[src/rtl/core/set_assoc_cache_tag_plru_top_macros.svh]
// Assertion shorthands for the cache tag store.
`ifndef SET_ASSOC_CACHE_TAG_PLRU_TOP_MACROS_SVH
`define SET_ASSOC_CACHE_TAG_PLRU_TOP_MACROS_SVH

// Same-cycle implication.
`define SACP_ASSERT_IMP(lbl, ck, rstn, ante, cons, msg) \
  lbl: assert property (@(posedge ck) disable iff (!rstn) (ante) |-> (cons)) \
    else $error(msg);

// Next-cycle implication.
`define SACP_ASSERT_NXT(lbl, ck, rstn, ante, cons, msg) \
  lbl: assert property (@(posedge ck) disable iff (!rstn) (ante) |=> (cons)) \
    else $error(msg);

`endif

[src/rtl/core/sacp_pkg.sv]
`default_nettype none

package sacp_pkg;

  // Geometry
  localparam int NUM_SETS         = 32;
  localparam int LINE_OFFSET_BITS = 5;
  localparam int NUM_WAYS         = 4;
  localparam int ADDR_BITS        = 32;
  localparam int SET_BITS         = $clog2(NUM_SETS);
  localparam int TAG_BITS         = ADDR_BITS - LINE_OFFSET_BITS - SET_BITS;
  localparam int WAY_BITS         = 2;
  localparam int PLRU_BITS        = 3;
  localparam int CNT_BITS         = 32;

  // Request kinds
  localparam logic REQ_READ  = 1'b0;
  localparam logic REQ_WRITE = 1'b1;

  // Victim way from the tree state
  localparam logic [WAY_BITS-1:0] VICTIM_ROM [8] = '{
    2'd0, 2'd0, 2'd1, 2'd1, 2'd2, 2'd3, 2'd2, 2'd3
  };

  // Next tree state, indexed by {state, referenced way}
  localparam logic [PLRU_BITS-1:0] PLRU_NEXT_ROM [32] = '{
    3'd6, 3'd4, 3'd1, 3'd0,
    3'd7, 3'd5, 3'd1, 3'd0,
    3'd6, 3'd4, 3'd3, 3'd2,
    3'd7, 3'd5, 3'd3, 3'd2,
    3'd6, 3'd4, 3'd1, 3'd0,
    3'd7, 3'd5, 3'd1, 3'd0,
    3'd6, 3'd4, 3'd3, 3'd2,
    3'd7, 3'd5, 3'd3, 3'd2
  };

  // Request transaction
  typedef struct packed {
    logic [ADDR_BITS-1:0] addr;
    logic                 req_type;
  } req_t;

  // Response transaction
  typedef struct packed {
    logic                hit;
    logic [WAY_BITS-1:0] way_used;
    logic                writeback_needed;
    logic [CNT_BITS-1:0] hit_total;
    logic [CNT_BITS-1:0] miss_total;
    logic [CNT_BITS-1:0] writeback_total;
  } rsp_t;

  // One set as held in the tag memory
  typedef struct packed {
    logic [NUM_WAYS-1:0][TAG_BITS-1:0] tag;
    logic [NUM_WAYS-1:0]               dirty;
    logic [NUM_WAYS-1:0]               valid;
    logic [PLRU_BITS-1:0]              plru;
  } set_row_t;

  // Lookup outcome handed back to the controller
  typedef struct packed {
    logic                hit;
    logic [WAY_BITS-1:0] way;
    logic                wb;
  } lk_res_t;

endpackage

`default_nettype wire

[src/rtl/core/sacp_lookup.sv]
`default_nettype none

module sacp_lookup
  import sacp_pkg::*;
(
  input  set_row_t              row_i,
  input  logic [TAG_BITS-1:0]   tag_i,
  input  logic                  is_write_i,
  output lk_res_t               res_o,
  output set_row_t              row_o
);

  logic [NUM_WAYS-1:0] match;
  logic                any_hit;
  logic [WAY_BITS-1:0] hit_way;
  logic [WAY_BITS-1:0] free_way;
  logic [WAY_BITS-1:0] vict_way;
  logic [WAY_BITS-1:0] way;
  logic                all_valid;
  logic                wb;

  // Per-way tag compare
  always_comb begin
    for (int w = 0; w < NUM_WAYS; w++) begin
      match[w] = row_i.valid[w] && (row_i.tag[w] == tag_i);
    end
  end

  // Lowest matching way and lowest free way
  always_comb begin
    hit_way  = '0;
    free_way = '0;
    for (int w = NUM_WAYS - 1; w >= 0; w--) begin
      if (match[w]) begin
        hit_way = WAY_BITS'(w);
      end
      if (!row_i.valid[w]) begin
        free_way = WAY_BITS'(w);
      end
    end
  end

  assign any_hit   = |match;
  assign all_valid = &row_i.valid;
  assign vict_way  = VICTIM_ROM[row_i.plru];

  // Way selection and writeback detect
  always_comb begin
    if (any_hit) begin
      way = hit_way;
      wb  = 1'b0;
    end else if (all_valid) begin
      way = vict_way;
      wb  = row_i.dirty[vict_way];
    end else begin
      way = free_way;
      wb  = 1'b0;
    end
  end

  // Updated set row
  always_comb begin
    row_o = row_i;
    if (!any_hit) begin
      row_o.tag[way]   = tag_i;
      row_o.valid[way] = 1'b1;
      row_o.dirty[way] = 1'b0;
    end
    if (is_write_i == REQ_WRITE) begin
      row_o.dirty[way] = 1'b1;
    end
    row_o.plru = PLRU_NEXT_ROM[{row_i.plru, way}];
  end

  assign res_o.hit = any_hit;
  assign res_o.way = way;
  assign res_o.wb  = wb;

endmodule

`default_nettype wire

[src/rtl/core/set_assoc_cache_tag_plru_top.sv]
// Four-way cache tag store with tree pLRU and hit/miss/writeback counters.
// Each request is a read-modify-write of the set row memory: the row is read
// on accept, then looked up and written back as the response is registered,
// which waits for a free response register. No request is taken meanwhile.
// Reset: counters and a per-set row-valid flag clear at once; no clearing pass.
`default_nettype none

`include "set_assoc_cache_tag_plru_top_macros.svh"

module set_assoc_cache_tag_plru_top
  import sacp_pkg::*;
(
  input  logic clk,
  input  logic rst_n,
  input  logic in_valid,
  output logic in_stall,
  input  req_t in_data,
  output logic out_valid,
  input  logic out_stall,
  output rsp_t out_data
);

  typedef enum logic [1:0] {
    ST_IDLE   = 2'b01,
    ST_LOOKUP = 2'b10
  } state_t;

  state_t              state_r, state_nxt;
  logic                in_acc;
  logic                lk_done;

  // Set row memory and per-set initialized flags
  set_row_t            row_mem [NUM_SETS];
  logic [NUM_SETS-1:0] row_init_r;

  set_row_t            rd_row_r;
  logic                rd_init_r;
  logic [SET_BITS-1:0] set_r;
  logic [TAG_BITS-1:0] tag_r;
  logic                wr_r;
  logic [SET_BITS-1:0] in_set;

  set_row_t            cur_row;
  set_row_t            new_row;
  lk_res_t             lk_res;

  logic [CNT_BITS-1:0] hit_cnt_r, miss_cnt_r, wb_cnt_r;
  logic [CNT_BITS-1:0] hit_cnt_nxt, miss_cnt_nxt, wb_cnt_nxt;

  logic                out_valid_r;
  rsp_t                out_data_r;

  assign in_acc   = in_valid && !in_stall;
  assign in_stall = (state_r != ST_IDLE);
  assign lk_done  = (state_r == ST_LOOKUP) && (!out_valid_r || !out_stall);
  assign in_set   = in_data.addr[LINE_OFFSET_BITS +: SET_BITS];

  // Control FSM
  always_comb begin
    state_nxt = state_r;
    unique case (state_r)
      ST_IDLE: begin
        if (in_acc) state_nxt = ST_LOOKUP;
      end
      ST_LOOKUP: begin
        if (lk_done) state_nxt = ST_IDLE;
      end
      default: state_nxt = ST_IDLE;
    endcase
  end

  always_ff @(posedge clk) begin
    if (!rst_n) begin
      state_r <= ST_IDLE;
    end else begin
      state_r <= state_nxt;
    end
  end

  // Request capture and memory read
  always_ff @(posedge clk) begin
    if (in_acc) begin
      rd_row_r  <= row_mem[in_set];
      rd_init_r <= row_init_r[in_set];
      set_r     <= in_set;
      tag_r     <= in_data.addr[ADDR_BITS-1 -: TAG_BITS];
      wr_r      <= in_data.req_type;
    end
  end

  // Untouched sets read as all zero
  assign cur_row = rd_init_r ? rd_row_r : '0;

  sacp_lookup u_lookup (
    .row_i      (cur_row),
    .tag_i      (tag_r),
    .is_write_i (wr_r),
    .res_o      (lk_res),
    .row_o      (new_row)
  );

  // Write back the updated row
  always_ff @(posedge clk) begin
    if (lk_done) begin
      row_mem[set_r] <= new_row;
    end
  end

  always_ff @(posedge clk) begin
    if (!rst_n) begin
      row_init_r <= '0;
    end else if (lk_done) begin
      row_init_r[set_r] <= 1'b1;
    end
  end

  // Statistics counters
  always_comb begin
    hit_cnt_nxt  = hit_cnt_r;
    miss_cnt_nxt = miss_cnt_r;
    wb_cnt_nxt   = wb_cnt_r;
    if (lk_res.hit) begin
      hit_cnt_nxt = hit_cnt_r + 1'b1;
    end else begin
      miss_cnt_nxt = miss_cnt_r + 1'b1;
    end
    if (lk_res.wb) begin
      wb_cnt_nxt = wb_cnt_r + 1'b1;
    end
  end

  always_ff @(posedge clk) begin
    if (!rst_n) begin
      hit_cnt_r  <= '0;
      miss_cnt_r <= '0;
      wb_cnt_r   <= '0;
    end else if (lk_done) begin
      hit_cnt_r  <= hit_cnt_nxt;
      miss_cnt_r <= miss_cnt_nxt;
      wb_cnt_r   <= wb_cnt_nxt;
    end
  end

  // Response register
  always_ff @(posedge clk) begin
    if (!rst_n) begin
      out_valid_r <= 1'b0;
    end else if (lk_done) begin
      out_valid_r <= 1'b1;
    end else if (!out_stall) begin
      out_valid_r <= 1'b0;
    end
  end

  always_ff @(posedge clk) begin
    if (lk_done) begin
      out_data_r.hit              <= lk_res.hit;
      out_data_r.way_used         <= lk_res.way;
      out_data_r.writeback_needed <= lk_res.wb;
      out_data_r.hit_total        <= hit_cnt_nxt;
      out_data_r.miss_total       <= miss_cnt_nxt;
      out_data_r.writeback_total  <= wb_cnt_nxt;
    end
  end

  assign out_valid = out_valid_r;
  assign out_data  = out_data_r;

  // Checks
  `SACP_ASSERT_NXT(a_acc_lookup, clk, rst_n, in_acc, state_r == ST_LOOKUP, "accept without lookup")
  `SACP_ASSERT_IMP(a_hit_no_wb, clk, rst_n, lk_done && lk_res.hit, !lk_res.wb, "writeback on hit")
  `SACP_ASSERT_NXT(a_cnt_step, clk, rst_n, lk_done, 32'(hit_cnt_r + miss_cnt_r) == 32'($past(hit_cnt_r + miss_cnt_r) + 1), "access count off")

endmodule

`default_nettype wire

[config.mk]
export PLATFORM = sky130hd
export DESIGN_NAME = set_assoc_cache_tag_plru_top
export DESIGN_NICKNAME = d
export VERILOG_FILES = /design/src/rtl/core/sacp_pkg.sv /design/src/rtl/core/sacp_lookup.sv /design/src/rtl/core/set_assoc_cache_tag_plru_top.sv
export VERILOG_INCLUDE_DIRS = /design/src /design/src/rtl/core
export SDC_FILE = /design/constraint.sdc
export NUM_CORES = 2
export LEC_CHECK = 0
export BUFFER_PORTS_ARGS = -buffer_cell sky130_fd_sc_hd__buf_2
export CAP_MARGIN = 20
export CORE_ASPECT_RATIO = 0.6
export CORE_MARGIN = 2
export CORE_UTILIZATION = 50
export DETAILED_ROUTE_END_ITERATION = 8
export MAX_ROUTING_LAYER = met4
export PLACE_DENSITY = 0.65
export SYNTH_ARGS = -nofsm -noshare
export SYNTH_HDL_FRONTEND = slang
export SYNTH_SLANG_ARGS = --single-unit
[constraint.sdc]
create_clock -name clk -period 22.5 [get_ports clk]
set_input_delay 5.625 -clock clk [delete_from_list [all_inputs] [get_ports clk]]
set_output_delay 5.625 -clock clk [all_outputs]
set_load 0.05 [all_outputs]
# ---- Word-level counts from Yosys, hierarchy flattened
# Memory sizes are Yosys's and may differ from the RTL's. A register that Yosys moved wholly into a read port is not among the register bits.
# Index checks and enable logic that the tools add are counted.
dict set report op_classes {
  n_reduce_logical 15
  muxes 40
  n_lt_le_gt_ge 8
  bitwise_logic 7
  eq_ne 10
  n_addsub 3
}
# cell n
set op_table {}
lappend op_table {{99-bit 2-to-1 mux} 1}
lappend op_table {{32-bit by 1-bit adder with 32-bit output, second input constant} 3}
lappend op_table {{32-bit 2-to-1 mux} 3}
lappend op_table {{96-bit 2-to-1 mux} 1}
lappend op_table {{88-bit bitwise mux} 1}
lappend op_table {{22-bit == test} 4}
lappend op_table {{22-bit demux with 2-bit select} 1}
lappend op_table {{32-bit bitwise OR} 1}
lappend op_table {{2-bit 2-to-1 mux} 14}
lappend op_table {{22-bit 2-to-1 mux} 1}
lappend op_table {{5-bit by 6-bit < comparator with 1-bit output, second input constant} 2}
lappend op_table {{1-bit 2-to-1 mux} 10}
lappend op_table {{1-bit logical AND} 8}
lappend op_table {{4-bit bitwise OR} 2}
lappend op_table {{6-bit >= comparator, second input constant} 1}
lappend op_table {{2-bit by 3-bit < comparator with 1-bit output, second input constant} 2}
lappend op_table {{3-bit 2-to-1 mux} 2}
lappend op_table {{5-bit NOT with 6-bit output} 1}
lappend op_table {{1-bit binary-select mux with 5-bit select} 1}
lappend op_table {{1-bit demux with 5-bit select} 1}
lappend op_table {{5-bit by 1-bit >= comparator with 1-bit output, second input constant} 1}
lappend op_table {{4-bit bitwise AND} 1}
lappend op_table {{4-bit >= comparator, second input constant} 1}
lappend op_table {{4-bit 2-to-1 mux} 1}
lappend op_table {{other kinds (15)} 19}
dict set report totals {
  n_memories 3
  inputBits 37
  elab_cells 102
  ff_bits 260
  romBits 112
  ram_bits 3168
  out_inout_bits 102
}
# memory words word_bits read_ports rd_clocked_by_memory_dff wr line_no
set memory_table {}
lappend memory_table {row_mem 32 99 1 1 1 set_assoc_cache_tag_plru_top.sv:33} ;# set_row_t row_mem [NUM_SETS];
lappend memory_table {{(no name shown)} 32 3 1 0 0 sacp_lookup.sv:72} ;# row_o.plru = PLRU_NEXT_ROM[{row_i.plru, way}];
lappend memory_table {{(no name shown)} 8 2 1 0 0 sacp_lookup.sv:45} ;# assign vict_way = VICTIM_ROM[row_i.plru];

# ---- Logic depth before layout (Yosys ltp)
dict set report depth {
  ltp_word 17
  ltp_mapped 14
}

# ---- Modules after synthesis
# From an unflattened synthesis, not the netlist that was laid out.
dict set report hier_totals {
  hier_cells 6478
  area_unflattened_um2 135418.6
}
# mod cells_per_inst seq_area_each_um2 area_per_inst_um2 instances
set modules_own_cells {}
lappend modules_own_cells {set_assoc_cache_tag_plru_top 6197 104600.3 132764.8 1}
lappend modules_own_cells {sacp_lookup 281 0.0 2653.8 1}

# ---- Worst setup path before layout
# No wires, ideal clock.
dict set report synth_path {
  path_type {input port to flip-flop}
  from {in in_valid}
  to {reg rd_init_r, enable pin}
  path_slack_ns 10.917
  path_stages 2
  path_buffers 0
  arrival_ns 10.966
  required_ns 21.882
  path_cell_list {inv_1 > nor2_1}
}
dict set report synth_between {
  elab_chain_cells 1
}
# item line_no
set synth_rtl {}
lappend synth_rtl {{start, declared} set_assoc_cache_tag_plru_top.sv:15} ;# input logic in_valid,
lappend synth_rtl {{1-bit logical AND} set_assoc_cache_tag_plru_top.sv:53} ;# assign in_acc = in_valid && !in_stall;
lappend synth_rtl {{named net in_acc} set_assoc_cache_tag_plru_top.sv:29} ;# logic in_acc;
lappend synth_rtl {{end signal, assigned} set_assoc_cache_tag_plru_top.sv:84} ;# rd_init_r <= row_init_r[in_set];
lappend synth_rtl {{end, declared} set_assoc_cache_tag_plru_top.sv:37} ;# logic rd_init_r;
# The timed path passes the listed nets, and every way through them passes these cells.
# A chain may end at the register's enable or synchronous reset.

==> qor.yml <==
status: "finished, final reports clean"
slew_headroom_pct: 19.1
crit_slowest_cell: "buf_4"
max_stage_delay_ns: 0.85
area.growth.synth_to_final_pct: 12.1
ys_seq_elements: 3527
dieArea_um2: 280000
crit_path_frequent_cell: "buf_4"
hold_class: "reg -> reg"
finalSetupTns_ns: 0
ant_nets: 0
numCtsBuffers: 320
fin_util_pct: 56.3
die_w_um: 682
vias: 68500
drt_wl_total_um: 359000
yosysSeqAreaShare_pct: 75.9
drc: 0
cts.sinks: 3527
grt-ovfl-total: 0
synth_area_per_cell_um2: 22.0
dp_slack_ns: 11.46
async_flop_share_pct: 0
criticalPathCategory: "in -> reg"
max-vdd-ir-drop_v: 0.0000714
multi_input_area_um2: 32200
drv_slew: 0
setup_violations: 0
cts_tree: "done"
io_buffers: 133
syn-num-nets: 6308
powerDensity_nw_per_um2: 86.8
cts.clk_slew.worst_paths_ns: 0.06
routabilityCongestion: 0.849
yosys.area.top_type: "edfxtp_1"
viasPerCell: 6.47
drt-initial-drc-count: 10100
synth_ff_type: "edfxtp_1"
core_um2: 274000
tightest_slew_ns: 1.21
cts_resized: 0
insertion_delay_ns: 0.89
layout.nets: 6669
post_cts_buffers: 0
ys_top_cells_by_count: "3396 x edfxtp_1, 1000 x mux4_2, 208 x clkbuf_1, 199 x nand2_1, 179 x nor2_1"
p_leak_nw: 48.3
critPathArrivalTime_ns: 10.81
grt_pass1_vias: 66200
drtPass1Iterations: 6
clk_root_buffer_cell: "clkbuf_16"
grt_start_max_net_pins: 105
dp_hpwl_um: 186000
period_minus_slack_ns: 10.20
cp_max_fo: 96
io_pins: 139
yosysMostFrequentCell: "edfxtp_1"
max_freq_mhz: 98.0
cap_violations: 0
rows: 149
fin_crit_sh_pct: 45.3
finalHoldViolCount: 0
ys_types: 81
wl_per_cell_um: 33.9
cts_htree_levels: 5
synth_cells: 6268
grt_pass1_wl_um: 504000
crit_required_ns: 23.10
filler_cell_count: 20000
dieHeight_um: 411
start_util_pct: 50.2
grt_usage_pct: 26.3
grt_antenna_before_repair: 10
synth_edf_count: 3396
mappedNetlistArea_um2: 138000
fin_ws_ns: 12.30
skew_ns: 0.0615
startpoint_type: "input pin"
ys_top_cells_by_area: "edfxtp_1 74%, mux4_2 16%, dfxtp_1 1.9%"
yosysWarnings: 0
synth.top_cell.area_share_pct: 74.0
rsz0062_at_grt: "false"
cts_buffer_depth: 4
cp_cell_sequence: "buf_8 > buf_4 > buf_4 > buf_4 > buf_4 > mux4_2 > mux4_2 > mux2_2"
drive_gt1_share_pct: 30.3
ctsHoldBuffers: 0
end_kind: "flop"
ff_latch_area_um2: 105000
## metal layers
metal,global-route usage (%),vias up,wire length [µm]
met2,38.0,3710,163000
met1,39.8,37100,151000
li1,-,27100,-
met5,-,-,0
met3,4.61,573,37100
met4,5.73,0,8450
## metrics by stage
stage          cells  area, µm²  power, mW  hold WS, ns
6_report       10600     154000       13.4        0.463
5_1_grt        10600     154000       13.8        0.483
4_1_cts        10600     154000       13.5        0.469
3_5_place_dp   10000     144000       8.17        0.453
3_3_place_gp    9989     144000       8.15        0.444
2_1_floorplan   6268     138000       7.91        0.435
## cell usage in the layout (no fill, tap or decap), drive strengths merged, types with 8 or more instances in the layout
cell type / synthesis / layout
edfxtp: 3396 / 3396
mux4: 1000 / 1000
clkbuf: 208 / 396
buf: 132 / 379
nand2: 199 / 199
nor2: 181 / 181
dfxtp: 131 / 131
clkinv: 0 / 129
mux2: 105 / 105
mux2i: 103 / 103
a21oi: 74 / 74
xnor2: 72 / 72
nand3: 65 / 65
inv: 54 / 65
xor2: 60 / 60
or4: 39 / 39
nor3: 39 / 39
nand2b: 36 / 36
and3: 33 / 33
o21ai: 33 / 33
o31ai: 31 / 31
nor2b: 30 / 30
nand4: 30 / 30
bufinv: 0 / 25
nand3b: 18 / 18
or3: 16 / 16
nor4: 16 / 16
o21a: 14 / 14
clkinvlp: 0 / 12
and2: 11 / 11
and4: 11 / 11
nor4bb: 9 / 9
a22oi: 9 / 9
a32oi: 9 / 9
o22ai: 8 / 8
a21o: 8 / 8
## state kept, by name (all words and copies together), names as in the netlist, 22 cells and up
register and count:
hit_cnt_r 32, row_mem 3168, tag_r 22, miss_cnt_r 32, wb_cnt_r 32, row_init_r 32, rd_row_r 99, out_data 100
## worst max-delay path: cells and delay by family
| family | cells | cell delay (ns) |
|---|---|---|
| multiplexers | 3 | 1.26 |
| buffers and inverters | 5 | 3.64 |
## power breakdown
group | internal [mW] | switching (mW)
clock | 2.97 | 2.40
combinational | 0.268 | 0.418
sequential | 7.30 | 0.0565
## cell families (layout without fill, tap and decap cells)
| group | count (synthesis) | after routing | share of synthesized area, % |
|---|---|---|---|
| compound gates | 250 | 250 | 1.26 |
| buf+inv | 394 | 1006 | 1.16 |
| mux | 1208 | 1208 | 18.0 |
| flops | 3527 | 3527 | 75.9 |
| other cells | 0 | 3 | 0 |
| fa+ha+maj | 3 | 3 | 0.0273 |
| simple gates | 754 | 754 | 2.82 |
| xor+xnor | 132 | 132 | 0.839 |
## final cells by class
type                       count  share of cell area (%)
tap                         3699                    3.00
sequential                  3527                    67.7
multi-input combinational   2347                    20.8
antenna                        3                 0.00486
timing repair buffer         379                    1.76
inverter                      54                   0.134
clock inverter               177                    1.08
clock buffer                 396                    5.45
## final timing paths
check             slack, ns           from        endpoint  depth (start not counted)
setup / recovery      12.30     in_data[7]    rd_row_r[58]                          8
hold / removal         0.46  hit_cnt_r[12]   hit_cnt_r[12]                          2
setup reg to reg      16.62      rd_init_r  row_mem[12][8]                         11
hold reg to reg        0.46  hit_cnt_r[12]   hit_cnt_r[12]                          2
No activity file was read; power rests on OpenSTA's default activity.
